$ cat src/rtl/ffba_pkg.sv
package ffba_pkg;

	localparam int MAX_BLOCKS_DEF   = 64;
	localparam int HEADER_BYTES_DEF = 24;
	localparam int ADDR_BITS_DEF    = 16;

	localparam logic [15:0] HEAP_LIMIT_RST = 16'hFFFF;

	localparam logic OP_ALLOC   = 1'b0;
	localparam logic OP_RELEASE = 1'b1;

	localparam logic [2:0] ST_REUSED   = 3'd0;
	localparam logic [2:0] ST_NEW      = 3'd1;
	localparam logic [2:0] ST_ZERO     = 3'd2;
	localparam logic [2:0] ST_NOSPACE  = 3'd3;
	localparam logic [2:0] ST_RELEASED = 3'd4;
	localparam logic [2:0] ST_NULL     = 3'd5;
	localparam logic [2:0] ST_BAD      = 3'd6;

	typedef struct packed {
		logic        opcode;
		logic [15:0] request_size;
		logic [15:0] release_address;
	} req_t;

	typedef struct packed {
		logic [15:0] data_address;
		logic [2:0]  status;
	} rsp_t;

	typedef struct packed {
		logic [15:0] start;
		logic [15:0] size;
		logic        free;
	} entry_t;

endpackage

$ cat src/rtl/ffba_table.sv
module ffba_table #(
	parameter int DEPTH = 64,
	parameter int IDX_W = 6
) (
	input  logic                   clk,
	input  logic                   rd_en,
	input  logic [IDX_W-1:0]       rd_idx,
	output ffba_pkg::entry_t       rd_data,
	input  logic                   wr_en,
	input  logic [IDX_W-1:0]       wr_idx,
	input  ffba_pkg::entry_t       wr_data
);
	import ffba_pkg::*;

	entry_t mem [DEPTH];

	always_ff @(posedge clk) begin
		if (wr_en) begin
			mem[wr_idx] <= wr_data;
		end
	end

	always_ff @(posedge clk) begin
		if (rd_en) begin
			rd_data <= mem[rd_idx];
		end
	end

endmodule

$ cat src/rtl/ffba_ctrl.sv
module ffba_ctrl #(
	parameter int MAX_BLOCKS   = 64,
	parameter int HEADER_BYTES = 24,
	parameter int ADDR_BITS    = 16,
	parameter int IDX_W        = 6,
	parameter int CNT_W        = 7
) (
	input  logic                 clk,
	input  logic                 arst_n,
	input  logic                 heap_limit_we,
	input  logic [15:0]          heap_limit,
	input  logic                 req_valid,
	output logic                 req_ready,
	input  ffba_pkg::req_t       req,
	output logic                 res_valid,
	input  logic                 res_ready,
	output ffba_pkg::rsp_t       res,
	output logic                 rd_en,
	output logic [IDX_W-1:0]     rd_idx,
	input  ffba_pkg::entry_t     rd_data,
	output logic                 wr_en,
	output logic [IDX_W-1:0]     wr_idx,
	output ffba_pkg::entry_t     wr_data
);
	import ffba_pkg::*;

	localparam int MASK_BITS = (ADDR_BITS < 17) ? ADDR_BITS : 17;
	localparam logic [16:0] ADDR_MASK = 17'((64'(1) << MASK_BITS) - 64'(1));
	localparam logic [16:0] HDR = 17'(HEADER_BYTES);
	localparam logic [CNT_W-1:0] CNT_MAX = CNT_W'(MAX_BLOCKS);

	localparam logic [1:0] S_IDLE = 2'd0;
	localparam logic [1:0] S_SCAN = 2'd1;
	localparam logic [1:0] S_MISS = 2'd2;
	localparam logic [1:0] S_DONE = 2'd3;

	logic [1:0]       state_q;
	logic [15:0]      limit_q;
	logic [CNT_W-1:0] count_q;
	logic [16:0]      heap_top_q;
	logic             pend_s1;
	logic [IDX_W-1:0] pidx_s1;
	logic [CNT_W-1:0] iss_q;
	logic             op_q;
	logic [15:0]      size_q;
	logic [15:0]      addr_q;
	rsp_t             res_q;

	logic [16:0] rd_daddr;
	logic        rd_match;
	logic        hit;
	logic        last;
	logic [17:0] end_sum;
	logic [16:0] top_daddr;
	logic        fits;

	assign rd_daddr  = (17'(rd_data.start) + HDR) & ADDR_MASK;
	assign rd_match  = rd_daddr == 17'(addr_q);
	assign hit       = pend_s1 && ((op_q == OP_ALLOC) ?
		(rd_data.free && (rd_data.size >= size_q)) : rd_match);
	assign last      = (CNT_W'(pidx_s1) + CNT_W'(1)) == count_q;
	assign end_sum   = 18'(heap_top_q) + 18'(HDR) + 18'(size_q);
	assign top_daddr = (heap_top_q + HDR) & ADDR_MASK;
	assign fits      = (count_q < CNT_MAX) && (end_sum <= (18'(limit_q) + 18'd1));

	assign req_ready = state_q == S_IDLE;
	assign res_valid = state_q == S_DONE;
	assign res       = res_q;
	assign rd_en     = (state_q == S_SCAN) && (iss_q < count_q);
	assign rd_idx    = iss_q[IDX_W-1:0];

	always_comb begin
		wr_en   = 1'b0;
		wr_idx  = pidx_s1;
		wr_data = rd_data;
		case (state_q)
			S_SCAN: begin
				if (hit) begin
					if (op_q == OP_ALLOC) begin
						wr_en        = 1'b1;
						wr_data.free = 1'b0;
					end else if (!rd_data.free) begin
						wr_en        = 1'b1;
						wr_data.free = 1'b1;
					end
				end
			end
			S_MISS: begin
				if (op_q == OP_ALLOC && fits) begin
					wr_en   = 1'b1;
					wr_idx  = count_q[IDX_W-1:0];
					wr_data = '{start: heap_top_q[15:0], size: size_q, free: 1'b0};
				end
			end
			default: begin
			end
		endcase
	end

	always_ff @(posedge clk or negedge arst_n) begin
		if (!arst_n) begin
			state_q    <= S_IDLE;
			limit_q    <= HEAP_LIMIT_RST;
			count_q    <= '0;
			heap_top_q <= '0;
			pend_s1    <= 1'b0;
		end else begin
			if (heap_limit_we) begin
				limit_q <= heap_limit;
			end
			case (state_q)
				S_IDLE: begin
					pend_s1 <= 1'b0;
					if (req_valid) begin
						if (req.opcode == OP_ALLOC && req.request_size == 16'd0) begin
							state_q <= S_DONE;
						end else if (req.opcode == OP_RELEASE &&
							req.release_address == 16'd0) begin
							state_q <= S_DONE;
						end else if (count_q == '0) begin
							state_q <= S_MISS;
						end else begin
							state_q <= S_SCAN;
						end
					end
				end
				S_SCAN: begin
					pend_s1 <= rd_en;
					if (hit) begin
						state_q <= S_DONE;
					end else if (pend_s1 && last) begin
						state_q <= S_MISS;
					end
				end
				S_MISS: begin
					if (op_q == OP_ALLOC && fits) begin
						count_q    <= count_q + CNT_W'(1);
						heap_top_q <= end_sum[16:0];
					end
					state_q <= S_DONE;
				end
				S_DONE: begin
					if (res_ready) begin
						state_q <= S_IDLE;
					end
				end
				default: begin
					state_q <= S_IDLE;
				end
			endcase
		end
	end

	always_ff @(posedge clk) begin
		case (state_q)
			S_IDLE: begin
				iss_q  <= '0;
				op_q   <= req.opcode;
				size_q <= req.request_size;
				addr_q <= req.release_address;
				res_q  <= '{data_address: 16'd0,
					status: (req.opcode == OP_ALLOC) ? ST_ZERO : ST_NULL};
			end
			S_SCAN: begin
				if (rd_en) begin
					iss_q <= iss_q + CNT_W'(1);
				end
				pidx_s1 <= iss_q[IDX_W-1:0];
				if (hit) begin
					if (op_q == OP_ALLOC) begin
						res_q <= '{data_address: rd_daddr[15:0], status: ST_REUSED};
					end else begin
						res_q <= '{data_address: 16'd0,
							status: rd_data.free ? ST_BAD : ST_RELEASED};
					end
				end
			end
			S_MISS: begin
				if (op_q == OP_RELEASE) begin
					res_q <= '{data_address: 16'd0, status: ST_BAD};
				end else if (fits) begin
					res_q <= '{data_address: top_daddr[15:0], status: ST_NEW};
				end else begin
					res_q <= '{data_address: 16'd0, status: ST_NOSPACE};
				end
			end
			default: begin
			end
		endcase
	end

	a_count_bound: assert property (@(posedge clk) disable iff (!arst_n)
		count_q <= CNT_MAX)
		else $error("block count past table depth");

	a_top_bound: assert property (@(posedge clk) disable iff (!arst_n)
		heap_top_q <= 17'h10000)
		else $error("heap top past heap end");

	a_wr_busy: assert property (@(posedge clk) disable iff (!arst_n)
		wr_en |-> (state_q == S_SCAN || state_q == S_MISS))
		else $error("table write outside scan or append");

	a_append: assert property (@(posedge clk) disable iff (!arst_n)
		(wr_en && state_q == S_MISS) |=> count_q == $past(count_q) + CNT_W'(1))
		else $error("append without count advance");

	a_scan_read: assert property (@(posedge clk) disable iff (!arst_n)
		rd_en |-> iss_q < count_q)
		else $error("read past last block");

endmodule

$ cat src/rtl/first_fit_block_allocator.sv
// A zero-size allocate or null release skips the scan: idle goes straight to the done state.
// Others scan the block table one entry per cycle through the memory read port, ending at a hit;
// a miss (append, no space, bad release) ends in the miss state, entered at once with no blocks.
// Throughput: one item at a time; the next transfer is taken once the result is registered.
// Reset: control, block count and heap top clear asynchronously, heap_limit resets to 65535;
// the block table is not cleared and entries past the block count are never read.
module first_fit_block_allocator #(
	parameter int MAX_BLOCKS   = ffba_pkg::MAX_BLOCKS_DEF,
	parameter int HEADER_BYTES = ffba_pkg::HEADER_BYTES_DEF,
	parameter int ADDR_BITS    = ffba_pkg::ADDR_BITS_DEF
) (
	input  logic           clk,
	input  logic           arst_n,
	input  logic           heap_limit_we,
	input  logic [15:0]    heap_limit,
	input  logic           req_valid,
	output logic           req_ready,
	input  ffba_pkg::req_t req,
	output logic           rsp_valid,
	input  logic           rsp_ready,
	output ffba_pkg::rsp_t rsp
);
	import ffba_pkg::*;

	localparam int IDX_W = (MAX_BLOCKS > 1) ? $clog2(MAX_BLOCKS) : 1;
	localparam int CNT_W = $clog2(MAX_BLOCKS + 1);

	logic             res_valid;
	logic             res_ready;
	rsp_t             res;
	logic             rd_en;
	logic [IDX_W-1:0] rd_idx;
	entry_t           rd_data;
	logic             wr_en;
	logic [IDX_W-1:0] wr_idx;
	entry_t           wr_data;
	logic             out_valid_q;
	rsp_t             rsp_q;

	ffba_ctrl #(
		.MAX_BLOCKS  (MAX_BLOCKS),
		.HEADER_BYTES(HEADER_BYTES),
		.ADDR_BITS   (ADDR_BITS),
		.IDX_W       (IDX_W),
		.CNT_W       (CNT_W)
	) u_ctrl (
		.clk          (clk),
		.arst_n       (arst_n),
		.heap_limit_we(heap_limit_we),
		.heap_limit   (heap_limit),
		.req_valid    (req_valid),
		.req_ready    (req_ready),
		.req          (req),
		.res_valid    (res_valid),
		.res_ready    (res_ready),
		.res          (res),
		.rd_en        (rd_en),
		.rd_idx       (rd_idx),
		.rd_data      (rd_data),
		.wr_en        (wr_en),
		.wr_idx       (wr_idx),
		.wr_data      (wr_data)
	);

	ffba_table #(
		.DEPTH(MAX_BLOCKS),
		.IDX_W(IDX_W)
	) u_table (
		.clk    (clk),
		.rd_en  (rd_en),
		.rd_idx (rd_idx),
		.rd_data(rd_data),
		.wr_en  (wr_en),
		.wr_idx (wr_idx),
		.wr_data(wr_data)
	);

	assign res_ready = !out_valid_q || rsp_ready;
	assign rsp_valid = out_valid_q;
	assign rsp       = rsp_q;

	always_ff @(posedge clk or negedge arst_n) begin
		if (!arst_n) begin
			out_valid_q <= 1'b0;
		end else if (res_valid && res_ready) begin
			out_valid_q <= 1'b1;
		end else if (rsp_ready) begin
			out_valid_q <= 1'b0;
		end
	end

	always_ff @(posedge clk) begin
		if (res_valid && res_ready) begin
			rsp_q <= res;
		end
	end

endmodule

$ cat config.mk
export PLATFORM = sky130hd
export DESIGN_NAME = first_fit_block_allocator
export DESIGN_NICKNAME = d
export VERILOG_FILES = /design/src/rtl/ffba_pkg.sv /design/src/rtl/ffba_table.sv /design/src/rtl/ffba_ctrl.sv /design/src/rtl/first_fit_block_allocator.sv
export SDC_FILE = /design/constraint.sdc
export NUM_CORES = 2
export LEC_CHECK = 0
export BUFFER_PORTS_ARGS = -buffer_cell sky130_fd_sc_hd__buf_2
export CORE_MARGIN = 2
export CORE_UTILIZATION = 35
export CTS_BUF_LIST = sky130_fd_sc_hd__clkbuf_8
export DETAILED_ROUTE_END_ITERATION = 8
export GPL_TIMING_DRIVEN = 1
export PLACE_DENSITY = 0.51
export SYNTH_ARGS = -nofsm -noshare
export SYNTH_HDL_FRONTEND = slang
export SYNTH_SLANG_ARGS = --single-unit
$ cat constraint.sdc
create_clock -name clk -period 8.6 [get_ports clk]
set_input_delay 2.58 -clock clk [delete_from_list [all_inputs] [get_ports clk]]
set_output_delay 2.58 -clock clk [all_outputs]
set_load 0.02 [all_outputs]
* Word-level counts from Yosys, hierarchy flattened
Memories as Yosys holds them, arrays and structs flattened. A register that Yosys moved wholly into a read port is not among the register bits. Cells that the tools add are included. W data, S select, Z words.
Word-level totals: memory bits (writable) 2112, output and inout port bits 21, input port bits 54, memories kept 1, bits in registers 128, word-level logic and storage cells 97
Cells by class: reduce and logical (&&, ||, !) cells 22, bitwise gates (word level) 2, add/subtract/negate cells 8, muxes and demuxes 35, magnitude comparators 4, equal/unequal tests 10
Memories:
- u_table.mem | words 64, bits a word 33, read ports 1, clocked after Yosys merged registers in 1, wr ports 1, line ffba_table.sv:15 | entry_t mem [DEPTH];
Operator list (number):
- $mux W19 | 4
- $pmux W19 S3 | 1
- $mux W33 | 1
- $add A16 B5 Y16 const B | 2
- $logic_not A16 Y1 | 2
- $mux W32 | 1
- $add A17 B5 Y18 const B | 1
- $add A18 B16 Y18 | 1
- $le A18 B18 Y1 | 1
- $add A16 B1 Y17 const B | 1
- $eq A16 B16 Y1 | 1
- $ge A16 B16 Y1 | 1
- $mux W2 | 8
- $add A7 B1 Y7 const B | 2
- $pmux W7 S2 | 1
- $mux W6 | 2
- $mux W1 | 11
- $logic_and A1 B1 Y1 | 9
- $pmux W2 S4 | 1
- $add A6 B1 Y7 const B | 1
- $eq A7 B7 Y1 | 1
- $logic_not A7 Y1 | 1
- $lt A7 B7 Y1 | 1
- $lt A7 B7 Y1 const B | 1
- 16 further kinds | 25

* Longest topological paths before layout
depth in word-level cells 9, gate-level depth with buffers 23, gate-level depth less buffers 20

* Modules after synthesis
Synthesis repeated with hierarchy kept, for this count alone.
Unflattened totals: cells, all modules 4396, area total of the unflattened synthesis 89990.1 sq um
Modules (own cells, without submodules):
- ffba_table | instances 1, cells each 3598, area an instance 81523.2 sq um, sequential area each 64411.8 sq um
- ffba_ctrl | instances 1, cells each 775, area an instance 7842.5 sq um, sequential area each 3047.9 sq um
- first_fit_block_allocator | instances 1, cells each 23, area an instance 624.3 sq um, sequential area each 595.6 sq um

* Least setup slack after synthesis
No wires, ideal clock.
path kind register to register, from register u_ctrl.size_q[1], to memory u_table.mem[0][21] in the netlist's numbering (data pin), setup slack 1.165 ns, arrival 6.734 ns, library setup time 0.702 ns, cell stages (with the launch flop) 21, cell sequence edfxtp_1 ha_1 ha_1 fa_1 a211oi_1 o21ai_1 a21boi_0 nor3b_1 o21a_1 nor2_1 xnor2_1 ha_1 nand4_1 or2_2 o211ai_1 a21oi_2 and2_1 buf_4 buf_4 buf_2 o21ai_0
RTL lines:
- start: declaration | line ffba_ctrl.sv:45 | logic [15:0] size_q;
- start signal: assignment | line ffba_ctrl.sv:159 | size_q <= req.request_size;
- end: declaration | line ffba_table.sv:15

* Worst setup path after layout
from register u_ctrl.size_q[1], to memory u_table.mem[34][12] in the netlist's numbering (enable)
On the way: word-level cells in the longest chain between the ends 8, elaborated cells on any way between the ends 15
RTL lines:
- $add A18 B16 Y18 * | line ffba_ctrl.sv:62 | assign end_sum = 18'(heap_top_q) + 18'(HDR) + 18'(size_q);
- named net u_ctrl.end_sum[11] | line ffba_ctrl.sv:53 | logic [17:0] end_sum;
- $le A18 B18 Y1 * | line ffba_ctrl.sv:64 | assign fits = (count_q < CNT_MAX) && (end_sum <= (18'(limit_q) + 18'd1));
- $logic_and A1 B1 Y1 * | line ffba_ctrl.sv:64
- $logic_and A1 B1 Y1 * | line ffba_ctrl.sv:89 | if (op_q == OP_ALLOC && fits) begin
- $mux W1 | line ffba_ctrl.sv:89
- $pmux W1 S2 | line ffba_ctrl.sv:76 | case (state_q)
- $mux W1 | line ffba_table.sv:18 | if (wr_en) begin
- $mux W1 (implied by the code) | line ffba_table.sv:19 | mem[wr_idx] <= wr_data;
Mark *: on every way through the listed nets, which the timed path passes. The rest lies on a longest branch.

==> metrics.cfg <==
[power]
p_leak_nw = 32.17
powerDensity_nw_per_um2 = 356.2
ir_drop_mv = 0.2799

[synth]
synth_warnings = 0
yosys-top-cells-area = edfxtp_1 74%, mux4_2 17%, ha_1 1.1%
ys_top_cells_by_count = 2229 x edfxtp_1, 693 x mux4_2, 107 x clkbuf_1, 107 x nand2_1, 100 x nor2_1
ys_async_sr_fraction_pct = 1.936
ys_ff_latch = 2273
yosysMostFrequentCell = edfxtp_1
syn-num-nets = 4086
synth_top_area_share_pct = 74.47
netlist_instances = 3949
synth_enable_flop_cells = 2229
synth_cell_type_count = 76
yosysTopAreaCell = edfxtp_1
synth_top_flop_cell = edfxtp_1
synth_area_um2 = 89880
syn_avg_cell_area_um2 = 22.76
yosysSeqAreaShare_pct = 75.72

[run_status]
outcome = finished, final reports clean

[sta]
fin_setup_tns_ns = 0
finalClockSkew_ns = 0.1259
setup-violations-final = 0
maxClockFrequency_mhz = 140.9
finalHoldViolations = 0
min_period_ns = 7.098
rsz0062_at_grt = false
worst_pin_slew_ns = 1.328
holdWs_ns = 0.4181
period_share_pct = 82.53
relSlewSlack_pct = 11.45
slew_viol_final = 0

[global_routing]
antenna_found_initial = 30
grt_first_pass_wirelength_um = 334200
grt_usage_pct = 17.77
overflow = 0
grt_pass1_vias = 43580
grt_start_max_net_pins = 138

[critical_path]
critical_path_arrival_ns = 7.64
worstPathRequired_ns = 9.14
rrSetupSlack_ns = 1.50
cp-end-kind = flip-flop
path_buf_inv = 1
critPathTopFamily = compound AO/OA/AOI/OAI gates
critical_path.max_fanout = 33
cp_slowest_cell = nor2_4
worstPathCellList = ha_1 > ha_1 > fa_1 > a211oi_1 > o21ai_1 > a21boi_0 > nor3b_1 > o21a_1 > nor2_1 > xnor2_1 > ha_1 > nand4_1 > or2_2 > o211ai_1 > a21oi_2 > a21boi_2 > a41oi_2 > buf_4 > nor2_4
worst-setup-path-type = flip-flop to flip-flop
slowest_delay_ns = 0.89
path_common_cell = ha_1
start_kind = flip-flop

[routing]
avgViaCountPerCell = 5.323
drt_wl_total_um = 234900
dr.pass1.iters = 5
ant_nets = 0
wire_per_inst_um = 29.31
drt-initial-drc-count = 4611
routed-via-count = 42660
drc = 0

[die]
core_area_um2 = 256200
die_area_um2 = 260900
dieWidth_um = 510.8
pin_count = 75
start_util_pct = 35.08
die_y_um = 510.8
rows = 186

[cts]
cts-resized-gates = 0
clock_path_buffers = 4
cts.sinks = 2273
cts_hold_buf = 0
htreeDepth = 5
cts_tree = built
clockRootBuffer = clkbuf_8
post_cts_buffers = 0
clk_pin_slew_ns = 0.06
cts_inserted_buffers = 373
clk-insertion-delay-late_ns = 1.00

[cells_and_area]
nets = 4474
utilization_pct = 39.90
fillers = 22710
drive_above_1_share_pct = 32.66
finalNonFillerCells = 8014
area_growth_pct = 13.75
final_cell_area_um2 = 102200

[worst_hold_path]
hp-class = flip-flop to flip-flop

[placed_design]
globalplace.congestion = 0.8552
dpl_cell_area_um2 = 95610
dp.cells = 7346
post-dp-hpwl_um = 142300
portBuffers = 74

[run]
max-cap-violations = 0

per-stage QoR:
| step | total power, W | setup WS, ns |
|---|---|---|
| finish | 0.03642 | 1.502 |
| global route | 0.03799 | 1.021 |
| detailed placement | 0.02823 | 1.571 |
| floorplan | 0.02288 | 1.165 |
| CTS | 0.03686 | 1.550 |
| global placement | 0.02813 | 1.519 |
per-layer routing:
metal	share of wire (%)	global-route usage, %
met5	0.0068	0
met4	1.9	4.114
met3	6.2	3.114
met2	46	27.17
met1	46	26.51
power breakdown:
part | switching [W] | internal (W)
logic | 0.00822 | 0.00461
clock network | 0.00428 | 0.00429
registers | 0.000372 | 0.0146
final timing paths:
check | from | endpoint | cells after the start
min | u_ctrl.res[2]$_DFFE_PP_ | rsp[2]$_DFFE_PP_ | 0
min reg2reg | u_ctrl.res[2]$_DFFE_PP_ | rsp[2]$_DFFE_PP_ | 0
max | u_ctrl.size_q[1]$_DFFE_PP_ | u_table.mem[34][12]$_DFFE_PP_ | 19
max reg2reg | u_ctrl.size_q[1]$_DFFE_PP_ | u_table.mem[34][12]$_DFFE_PP_ | 19
max in group asynchronous | arst_n | u_ctrl.heap_top_q[4]$_DFFE_PN0N_ | 2
min in group asynchronous | arst_n | u_ctrl.count_q[5]$_DFFE_PN0N_ | 2
cells in the final DEF, fill, tap and decap left out, types with 33 or more instances in the layout:
| cell | count |
|---|---|
| clkbuf_8 | 383 |
| xnor2_1 | 47 |
| nand2_1 | 103 |
| a21oi_1 | 37 |
| nor2_4 | 48 |
| mux4_2 | 693 |
| nor2_1 | 52 |
| ha_1 | 81 |
| edfxtp_1 | 2229 |
| clkinv_2 | 33 |
| clkinv_1 | 87 |
| buf_2 | 74 |
| buf_4 | 123 |
| inv_1 | 191 |
sequential cells by signal, summed over array words and instances (netlist names):
name and flops:
u_ctrl.res 19, u_ctrl.addr_q 16, u_ctrl.count_q 7, u_ctrl.size_q 16, rsp 19, u_ctrl.op_q 1
u_ctrl.pend_s1 1, u_ctrl.iss_q 7, u_ctrl.pidx_s1 6, rsp_valid 1, u_table.rd_data 33, u_ctrl.state_q 2
u_ctrl.heap_top_q 17, u_ctrl.limit_q 16, u_table.mem 2112
final cells by class:
cell class	instances	area, um^2	area share [%]
inverters	56	210.2	0.2056
clock buffers	383	5271	5.156
multi-input cells	1426	21620	21.14
clock inverters	278	1340	1.311
well taps	3384	4234	4.141
flip-flops and latches	2273	68060	66.56
repair buffers	207	1494	1.461
diodes	7	17.52	0.01713
cells by family (layout without fill, tap and decap cells):
group,after synthesis,after routing,share of synthesized area [%]
muxes,727,727,17.79
AOI/OAI and AO/OA,199,199,1.558
other,0,7,0
adders and majority gates,83,83,1.164
buffers and inverters,250,924,1.146
and+or+nand+nor,339,339,1.821
DFF,2273,2273,75.72
xor gates and xnor gates,78,78,0.8060
Note: power is estimated with default switching activity, not from simulation.
